$ cat src/hdl/mest_pkg.sv
// shared constants, types and helper functions for the max energy symbol timing block
// no dependencies; used by mest_norm and max_energy_symbol_timing
`default_nettype none

package mest_pkg;

  localparam int MAX_OVERSAMPLING = 16;
  localparam int MAX_SYMBOLS      = 64;
  localparam int SAMPLE_BITS      = 16;

  localparam int ENERGY_BITS = 2 * SAMPLE_BITS + 4;
  localparam int STORE_DEPTH = MAX_OVERSAMPLING * MAX_SYMBOLS;
  localparam int ADDR_W      = (STORE_DEPTH > 1) ? $clog2(STORE_DEPTH) : 1;
  localparam int PHASE_W     = (MAX_OVERSAMPLING > 1) ? $clog2(MAX_OVERSAMPLING) : 1;
  localparam int OSR_W       = $clog2(MAX_OVERSAMPLING + 1);
  localparam int SYM_W       = $clog2(MAX_SYMBOLS + 1);
  localparam int K_W         = (MAX_SYMBOLS > 1) ? $clog2(MAX_SYMBOLS) : 1;
  localparam int TOT_W       = OSR_W + SYM_W;

  localparam int OUT_W        = 16;
  localparam int CHOSEN_W     = 4;
  localparam int OSR_FIELD_W  = 5;
  localparam int SYMS_FIELD_W = 7;
  localparam int CFG_DATA_W   = 7;
  localparam int CFG_INDEX_W  = 1;

  localparam logic [CFG_INDEX_W-1:0] REG_OVERSAMPLING = 1'd0;
  localparam logic [CFG_INDEX_W-1:0] REG_SYMBOLS      = 1'd1;

  localparam int OSR_RESET  = 4;
  localparam int SYMS_RESET = 16;

  // normalizer datapath widths
  localparam int FRAC_BITS = 26;
  localparam int MAG_W     = SAMPLE_BITS;
  localparam int SQ_W      = 2 * SAMPLE_BITS;
  localparam int MB_W      = (MAG_W > SYM_W) ? MAG_W : SYM_W;
  localparam int A_W       = SQ_W + SYM_W;
  localparam int NUM_W     = A_W + FRAC_BITS;
  localparam int D_W       = SYM_W + FRAC_BITS;
  localparam int SQ_IT     = (D_W + 1) / 2;
  localparam int OP_W      = (ENERGY_BITS > D_W) ? ENERGY_BITS + 1 : D_W + 1;
  localparam int SUB_W     = OP_W + 1;
  localparam int ITER_W    = $clog2(NUM_W + 1);

  typedef enum logic [3:0] {
    CS_IDLE,
    CS_SQ,
    CS_ACC,
    CS_SRD,
    CS_SCMP,
    CS_LD,
    CS_RD,
    CS_NORM
  } ctl_state_t;

  typedef enum logic [2:0] {
    NS_IDLE,
    NS_MUL1,
    NS_MUL2,
    NS_DIV,
    NS_SQRT,
    NS_RND
  } norm_state_t;

  typedef struct packed {
    logic             go;
    logic             neg;
    logic [MAG_W-1:0] mag;
  } norm_req_t;

  typedef struct packed {
    logic             done;
    logic [OUT_W-1:0] value;
  } norm_rsp_t;

  function automatic logic [MAG_W-1:0] mag_of(input logic [SAMPLE_BITS-1:0] v);
    logic [MAG_W-1:0] m;
    m = v[SAMPLE_BITS-1] ? MAG_W'(~v + 1'b1) : MAG_W'(v);
    return m;
  endfunction

endpackage

`default_nettype wire

$ cat src/hdl/mest_norm.sv
// sample normalizer: round(4096 * |s| * sqrt(n / e)) with sign and saturation
// one shared multiplier and one shared subtractor for bit-serial divide and square root
// depends on mest_pkg
`default_nettype none

module mest_norm (
  input  wire logic                             clk,
  input  wire logic                             rst,
  input  wire mest_pkg::norm_req_t              req,
  input  wire logic [mest_pkg::ENERGY_BITS-1:0] energy,
  input  wire logic [mest_pkg::SYM_W-1:0]       nsym,
  output mest_pkg::norm_rsp_t                   rsp
);

  mest_pkg::norm_state_t state, state_next;

  logic                           neg;
  logic [mest_pkg::MAG_W-1:0]     mag;
  logic [mest_pkg::SQ_W-1:0]      prod;
  logic [mest_pkg::NUM_W-1:0]     num;
  logic [mest_pkg::ENERGY_BITS-1:0] rem;
  logic [mest_pkg::D_W-1:0]       quo;
  logic [mest_pkg::D_W-1:0]       v;
  logic [mest_pkg::D_W-1:0]       res;
  logic [mest_pkg::D_W-1:0]       sbit;
  logic [mest_pkg::ITER_W-1:0]    cnt;

  logic [mest_pkg::SQ_W-1:0]          mul_a;
  logic [mest_pkg::MB_W-1:0]          mul_b;
  logic [mest_pkg::SQ_W+mest_pkg::MB_W-1:0] mul_p;
  logic [mest_pkg::OP_W-1:0]          sub_a;
  logic [mest_pkg::OP_W-1:0]          sub_b;
  logic [mest_pkg::SUB_W-1:0]         diff;
  logic                               ge;
  logic [mest_pkg::ENERGY_BITS:0]     r_sh;
  logic [mest_pkg::D_W:0]             t_sum;
  logic [mest_pkg::D_W-1:0]           quo_shift;
  logic [mest_pkg::D_W:0]             rq;
  logic                               div_last;
  logic                               sqrt_last;

  localparam logic [mest_pkg::D_W:0] POS_LIM = (mest_pkg::D_W+1)'(2 ** (mest_pkg::OUT_W - 1) - 1);
  localparam logic [mest_pkg::D_W:0] NEG_LIM = (mest_pkg::D_W+1)'(2 ** (mest_pkg::OUT_W - 1));
  localparam logic [mest_pkg::D_W-1:0] SBIT_INIT =
    mest_pkg::D_W'(1) << (2 * (mest_pkg::SQ_IT - 1));

  assign mul_p     = (mest_pkg::SQ_W+mest_pkg::MB_W)'(mul_a)
                   * (mest_pkg::SQ_W+mest_pkg::MB_W)'(mul_b);
  assign diff      = {1'b0, sub_a} - {1'b0, sub_b};
  assign ge        = ~diff[mest_pkg::SUB_W-1];
  assign r_sh      = {rem, num[mest_pkg::NUM_W-1]};
  assign t_sum     = (mest_pkg::D_W+1)'(res) + (mest_pkg::D_W+1)'(sbit);
  assign quo_shift = {quo[mest_pkg::D_W-2:0], ge};
  assign rq        = ((mest_pkg::D_W+1)'(res) + 1'b1) >> 1;
  assign div_last  = (cnt == mest_pkg::ITER_W'(mest_pkg::NUM_W - 1));
  assign sqrt_last = (cnt == mest_pkg::ITER_W'(mest_pkg::SQ_IT - 1));

  always_comb begin
    state_next = state;
    case (state)
      mest_pkg::NS_IDLE: if (req.go) state_next = mest_pkg::NS_MUL1;
      mest_pkg::NS_MUL1: state_next = mest_pkg::NS_MUL2;
      mest_pkg::NS_MUL2: state_next = mest_pkg::NS_DIV;
      mest_pkg::NS_DIV:  if (div_last) state_next = mest_pkg::NS_SQRT;
      mest_pkg::NS_SQRT: if (sqrt_last) state_next = mest_pkg::NS_RND;
      mest_pkg::NS_RND:  state_next = mest_pkg::NS_IDLE;
      default:           state_next = mest_pkg::NS_IDLE;
    endcase
  end

  always_comb begin
    mul_a     = mest_pkg::SQ_W'(mag);
    mul_b     = mest_pkg::MB_W'(mag);
    sub_a     = mest_pkg::OP_W'(r_sh);
    sub_b     = mest_pkg::OP_W'(energy);
    rsp.done  = 1'b0;
    rsp.value = '0;
    case (state)
      mest_pkg::NS_MUL2: begin
        mul_a = prod;
        mul_b = mest_pkg::MB_W'(nsym);
      end
      mest_pkg::NS_SQRT: begin
        sub_a = mest_pkg::OP_W'(v);
        sub_b = mest_pkg::OP_W'(t_sum);
      end
      mest_pkg::NS_RND: begin
        rsp.done = 1'b1;
        if (neg) begin
          if (rq > NEG_LIM) begin
            rsp.value = {1'b1, {(mest_pkg::OUT_W-1){1'b0}}};
          end else begin
            rsp.value = mest_pkg::OUT_W'((mest_pkg::D_W+1)'(0) - rq);
          end
        end else begin
          if (rq > POS_LIM) begin
            rsp.value = mest_pkg::OUT_W'(POS_LIM);
          end else begin
            rsp.value = mest_pkg::OUT_W'(rq);
          end
        end
      end
      default: begin
      end
    endcase
  end

  always_ff @(posedge clk) begin
    if (rst) begin
      state <= mest_pkg::NS_IDLE;
    end else begin
      state <= state_next;
    end
  end

  always_ff @(posedge clk) begin
    case (state)
      mest_pkg::NS_IDLE: begin
        if (req.go) begin
          mag <= req.mag;
          neg <= req.neg;
        end
      end
      mest_pkg::NS_MUL1: begin
        prod <= mest_pkg::SQ_W'(mul_p);
      end
      mest_pkg::NS_MUL2: begin
        num <= {mest_pkg::A_W'(mul_p), {mest_pkg::FRAC_BITS{1'b0}}};
        rem <= '0;
        quo <= '0;
        cnt <= '0;
      end
      mest_pkg::NS_DIV: begin
        num <= num << 1;
        quo <= quo_shift;
        rem <= ge ? diff[mest_pkg::ENERGY_BITS-1:0] : r_sh[mest_pkg::ENERGY_BITS-1:0];
        if (div_last) begin
          v    <= quo_shift;
          res  <= '0;
          sbit <= SBIT_INIT;
          cnt  <= '0;
        end else begin
          cnt <= cnt + 1'b1;
        end
      end
      mest_pkg::NS_SQRT: begin
        if (ge) begin
          v   <= mest_pkg::D_W'(diff);
          res <= (res >> 1) + sbit;
        end else begin
          res <= res >> 1;
        end
        sbit <= sbit >> 2;
        cnt  <= cnt + 1'b1;
      end
      default: begin
      end
    endcase
  end

  a_done_single: assert property (@(posedge clk) disable iff (rst)
    rsp.done |=> !rsp.done) else $error("normalizer done held for more than one cycle");

  a_go_when_idle: assert property (@(posedge clk) disable iff (rst)
    req.go |-> (state == mest_pkg::NS_IDLE)) else $error("normalizer started while busy");

  a_pos_sign: assert property (@(posedge clk) disable iff (rst)
    (rsp.done && !neg) |-> !rsp.value[mest_pkg::OUT_W-1])
    else $error("positive sample normalized to a negative value");

endmodule

`default_nettype wire

$ cat config.mk
export PLATFORM = sky130hd
export DESIGN_NAME = mest_norm
export DESIGN_NICKNAME = d
export VERILOG_FILES = /design/src/hdl/mest_pkg.sv /design/src/hdl/mest_norm.sv
export SDC_FILE = /design/constraint.sdc
export NUM_CORES = 1
export LEC_CHECK = 0
export BUFFER_PORTS_ARGS = -buffer_cell sky130_fd_sc_hd__buf_2
export CAP_MARGIN = 30
export CORE_UTILIZATION = 65
export DETAILED_ROUTE_END_ITERATION = 16
export PLACE_DENSITY = 0.85
export SETUP_SLACK_MARGIN = 0.1
export SLEW_MARGIN = 5
export SYNTH_ARGS = -nofsm -noshare
export SYNTH_HDL_FRONTEND = slang
export SYNTH_SLANG_ARGS = --single-unit
export TNS_END_PERCENT = 100
$ cat constraint.sdc
create_clock -name clk -period 8.65 [get_ports clk]
set_input_delay 0.4325 -clock clk [delete_from_list [all_inputs] [get_ports clk]]
set_output_delay 0.4325 -clock clk [all_outputs]
set_load 0.05 [all_outputs]
# Word-level counts from Yosys, hierarchy flattened
# Cells that the tools add are included.
totals:
  register_bits: 291
  inputBits: 63
  out_inout_bits: 17
  word_cells: 66
classes:
  n_addsub: 6
  mul: 1
  n_lt_le_gt_ge: 2
  n_eq_ne: 11
  n_mux: 26
  bitwise: 1
  reduce_logical: 8
op_table:
  columns: ["cell", "count"]
  rows:
  - ["case mux 33 bit (2 select lines)", 3]
  - ["two-way mux 33 bit", 5]
  - ["case mux 65 bit (2 select lines)", 1]
  - ["two-way mux 36 bit", 2]
  - ["case mux 36 bit (2 select lines)", 1]
  - ["two-way mux 16 bit", 4]
  - ["case mux 32 bit (2 select lines)", 1]
  - ["multiplier 32 x 16 -> 39 bit", 1]
  - ["subtractor 37 x 37 -> 38 bit", 1]
  - ["two-way mux 37 bit", 1]
  - ["adder 33 x 1 -> 34 bit (second input constant)", 1]
  - ["adder 33 x 33 -> 34 bit", 1]
  - ["adder 32 x 33 -> 33 bit", 1]
  - ["> comparator 33 x 15 -> 1 bit (second input constant)", 1]
  - ["> comparator 33 x 16 -> 1 bit (second input constant)", 1]
  - ["two-way mux 32 bit", 1]
  - ["case mux 7 bit (3 select lines)", 1]
  - ["two-way mux 17 bit", 1]
  - ["subtractor 1 x 16 -> 16 bit (first input constant)", 1]
  - ["case mux 3 bit (5 select lines)", 1]
  - ["two-way mux 3 bit", 3]
  - ["inequality test 2 bit (second input constant)", 4]
  - ["adder 7 x 1 -> 7 bit (second input constant)", 1]
  - ["equality test 7 x 5 -> 1 bit (second input constant)", 1]
  - ["11 further kinds", 16]

# Depth between registers and ports, before layout
logic_depth:
  word_depth: 6
  depth_mapped: 31
  mapped_depth_nobuf: 29

# Worst setup path before layout
# Ideal clock, no wire load.
synth_timing:
  path_type: "register to register"
  from: "register state[1]"
  to: "register num[64] (netlist name) (data pin)"
  setup_ns: 0.270
  t_arrival_ns: 7.051
  required_ns: 8.380
  setup_slack_ns: 1.328
  path_stages_with_launch: 29
  path_buffers: 2
  period_less_slack_ns: 7.322
  cell_sequence: "dfxtp_1 > nand2b_1 > inv_1 > nand2_1 > clkbuf_1 > clkbuf_1 > a21oi_1 > nor2_1 > fa_1 > inv_1 > fa_1 > fa_1 > inv_1 > fa_1 > fa_1 > inv_1 > fa_1 > inv_1 > ha_1 > a21oi_1 > a21boi_0 > o31ai_1 > a41oi_1 > o21ai_1 > a211oi_1 > or3_1 > a31oi_1 > xnor2_1 > a21oi_1"
synth_via:
  elab_chain_len: 4
  elab_cells_between_ends: 6
  cone_classes: "mul (1); eq/ne (2); mux (3)"
synth_rtl:
  columns: ["element", "line", "rtl"]
  rows:
  - ["start, declared", "mest_norm.sv:15", "mest_pkg::norm_state_t state, state_next;"]
  - ["start signal, assigned", "mest_norm.sv:110", "state <= mest_pkg::NS_IDLE;"]
  - ["start signal, assigned", "mest_norm.sv:112", "state <= state_next;"]
  - ["equality test 3 x 2 -> 1 bit", "mest_norm.sv:78, mest_norm.sv:117", null]
  - ["two-way mux 32 bit or two-way mux 16 bit (tied branches)", "mest_norm.sv:78", "case (state)"]
  - ["multiplier 32 x 16 -> 39 bit", "mest_norm.sv:48", "* (mest_pkg::SQ_W+mest_pkg::MB_W)'(mul_b);"]
  - ["case mux 65 bit (2 select lines) (*)", "mest_norm.sv:117", "case (state)"]
  - ["end signal, assigned", "mest_norm.sv:128", "num <= {mest_pkg::A_W'(mul_p), {mest_pkg::FRAC_BITS{1'b0}}};"]
  - ["end signal, assigned", "mest_norm.sv:134", "num <= num << 1;"]
  - ["end, declared", "mest_norm.sv:20", "logic [mest_pkg::NUM_W-1:0] num;"]
# Mark *: on every way between the ends. The rest lies on a longest branch, timed or not. The select of a mux whose other input is x is not followed.
# A chain may end at the register's enable or synchronous reset.

# Final worst setup path
layout_timing:
  from: "register state[1]"
  to: "register num[60] (netlist name) (data pin)"
# The elaborated chain is that of the path after synthesis.

==> flow_metrics.tcl <==
set metrics [dict create \
    area_growth_pct 7.066 \
    rr_worst_depth 28 \
    grt_pass1_vias 23980 \
    fin_crit_sh 0.9335 \
    clk_pin_slew_ns 0.07 \
    tightest_slew_ns 0.9434 \
    maxCapViolCount 0 \
    clock-sinks 249 \
    n_fill_cell 3356 \
    fmax_ghz 0.1238 \
    track_usage 0.3325 \
    fp.dieH_microns 215.9 \
    synthDistinctLibCells 97 \
    ios 80 \
    design_area_sq_mm 0.03183 \
    slew_viol_final 0 \
    rsz0062_at_grt "no" \
    root_buffer "clkbuf_16" \
    gp_congestion 0.9792 \
    final_layout_size_suffix_gt1_frac 0.07036 \
    synth_seq_area_share 0.2505 \
    cts_resized 0 \
    ys_seq_elements 249 \
    drtPass1Iterations 6 \
    diodes 0 \
    num_rows 77 \
    cts_buffers 28 \
    required_ns 8.95 \
    cts_hold_buf 0 \
    avgSynthCellArea_sq_um 9.047 \
    outcome "finished clean" \
    syn-cell-area_sq_mm 0.02973 \
    cp.depth 28 \
    grt_antenna_before_repair 0 \
    synth_edf_count 246 \
    wl_microns 74620 \
    worst_setup_path_end_kind "register" \
    cpPeakStageDelay_ns 0.59 \
    insertion_delay_ns 0.58 \
    async_flop_share 0 \
    initial_core_util 0.6651 \
    critPathKind "reg2reg" \
    crit_path_frequent_cell "fa_1" \
    fin_worst_skew_ns 0.01341 \
    whs_path_depth 1 \
    cts_tree "yes" \
    die_area_sq_mm 0.04660 \
    grt_first_pass_wirelength_microns 123800 \
    syn_inst 3286 \
    post-place-ws_ns 0.3147 \
    grt_max_degree 90 \
    arrival_ns 8.37 \
    hold_path.class "in2reg" \
    drc 0 \
    dr_total_vias 23600 \
    nNetsFinal 3981 \
    design.core.area_sq_mm 0.04470 \
    post_cts_buffers 0 \
    grt-ovfl-total 0 \
    ys.flop_type "edfxtp_1" \
    place_area_sq_mm 0.03091 \
    htree_levels 1 \
    clock_path_buffers 3 \
    drt_iter0_drc 2377 \
    start_kind "register" \
    antenna_left 0 \
    hpwlAfterDp_microns 58670 \
    io_buffers 79 \
    cp_slowest_cell "fa_1" \
    yosys_warnings 0 \
    worst_hold_slack_ns 0.02335 \
    setup_tns_ns 0 \
    critPathBufInv 6 \
    relSlewSlack 0.3711 \
    hold_viol_final 0 \
    setup_ws_ns 0.5750 \
    period_minus_slack_ns 8.075 \
    dieWidth_microns 215.9 \
    crit_family "adder cells" \
    viasPerCell 5.917 \
    crit_fanout 32 \
    routedWlPerCell_microns 18.71 \
    setup_viol 0 \
]
==> cell usage in the layout (no fill, tap or decap), types with 79 or more instances in the layout <==
| cell | n |
|---|---|
| nand2_1 | 576 |
| inv_1 | 485 |
| fa_1 | 385 |
| edfxtp_1 | 246 |
| nor2_1 | 245 |
| ha_1 | 158 |
| a21oi_1 | 150 |
| and3_1 | 127 |
| conb_1 | 99 |
| o21ai_0 | 95 |
| xnor2_1 | 87 |
| buf_2 | 79 |
==> cell usage after synthesis (all sizes together) (4+ instances only) <==
master,n,area share
xnor2,87,0.026
and2,43,0.0090
o211ai,4,0.0012
nor2,249,0.032
nand2,578,0.073
clkbuf,110,0.014
o22ai,5,0.0011
a31o,12,0.0035
o21ai,113,0.019
a21o,42,0.011
mux2,7,0.0028
a41oi,4,0.0012
nand4,25,0.0060
inv,487,0.061
a211oi,28,0.0072
o221ai,4,0.0012
nor3b,4,0.0013
a21boi,7,0.0018
o21bai,16,0.0040
mux2i,15,0.0051
nor2b,16,0.0034
a21oi,154,0.026
nor4,5,0.0011
ha,158,0.066
edfxtp,246,0.25
buf,47,0.0089
fa,385,0.26
a32o,4,0.0013
o31ai,6,0.0019
nand3,47,0.0087
nand2b,20,0.0042
xor2,68,0.020
or2,10,0.0021
and4,7,0.0023
o21a,19,0.0048
a31oi,34,0.0074
and3,128,0.027
or3,13,0.0029
nor3,28,0.0047
==> sequential cells by signal, indices dropped and copies added, names as in the netlist <==
signal  cells
mag        16
cnt         7
sbit       17
state       3
prod       32
quo        32
rem        36
num        39
v          33
neg         1
res        33
==> worst paths after layout <==
path	from	endpoint	slack, ns
worst min-delay path	req[6]	mag[6]	0.02
worst max register to register	state[1]	num[60]	0.58
worst max-delay path	state[1]	num[60]	0.58
worst min register to register	num[43]	num[44]	0.51
==> per-layer routing <==
metal,up-vias,wire length [microns],track usage
li1,10750,-,-
met1,11640,30460,0.4557
met2,1044,36020,0.5523
met3,169,5683,0.04186
met4,0,2457,0.1066
met5,-,0,0
==> cell type report <==
| class | instances | area, sq um | share of cell area |
|---|---|---|---|
| clock buffers | 33 | 719.4 | 0.02260 |
| clock inverters | 19 | 187.7 | 0.005896 |
| inverters | 488 | 1837 | 0.05770 |
| multi-input cells | 2489 | 20200 | 0.6347 |
| flip-flops and latches | 249 | 7447 | 0.2340 |
| well taps | 592 | 740.7 | 0.02327 |
| repair buffers | 119 | 695.7 | 0.02186 |
==> through the flow <==
step / util / instances
2_1_floorplan: - / 3383
3_3_place_gp: 0.6913 / 3936
3_5_place_dp: 0.6914 / 3937
4_1_cts: 0.7117 / 3989
5_1_grt: 0.7120 / 3989
6_report: 0.7120 / 3989
==> logic make-up (layout without fill, tap and decap cells) <==
family | after synthesis | in the layout | synth area share
other | 2 | 99 | 0.0002526
flip-flops | 249 | 249 | 0.2505
adder cells (fa/ha/maj) | 543 | 543 | 0.3257
multiplexers | 22 | 22 | 0.007828
XOR/XNOR | 155 | 155 | 0.04566
AO/OA/AOI/OAI | 481 | 481 | 0.1029
buffers and inverters | 645 | 659 | 0.08451
AND/OR/NAND/NOR | 1189 | 1189 | 0.1826
Power is not shown: default switching activity piles up to over one toggle a cycle in this logic, so the estimate is an artifact.
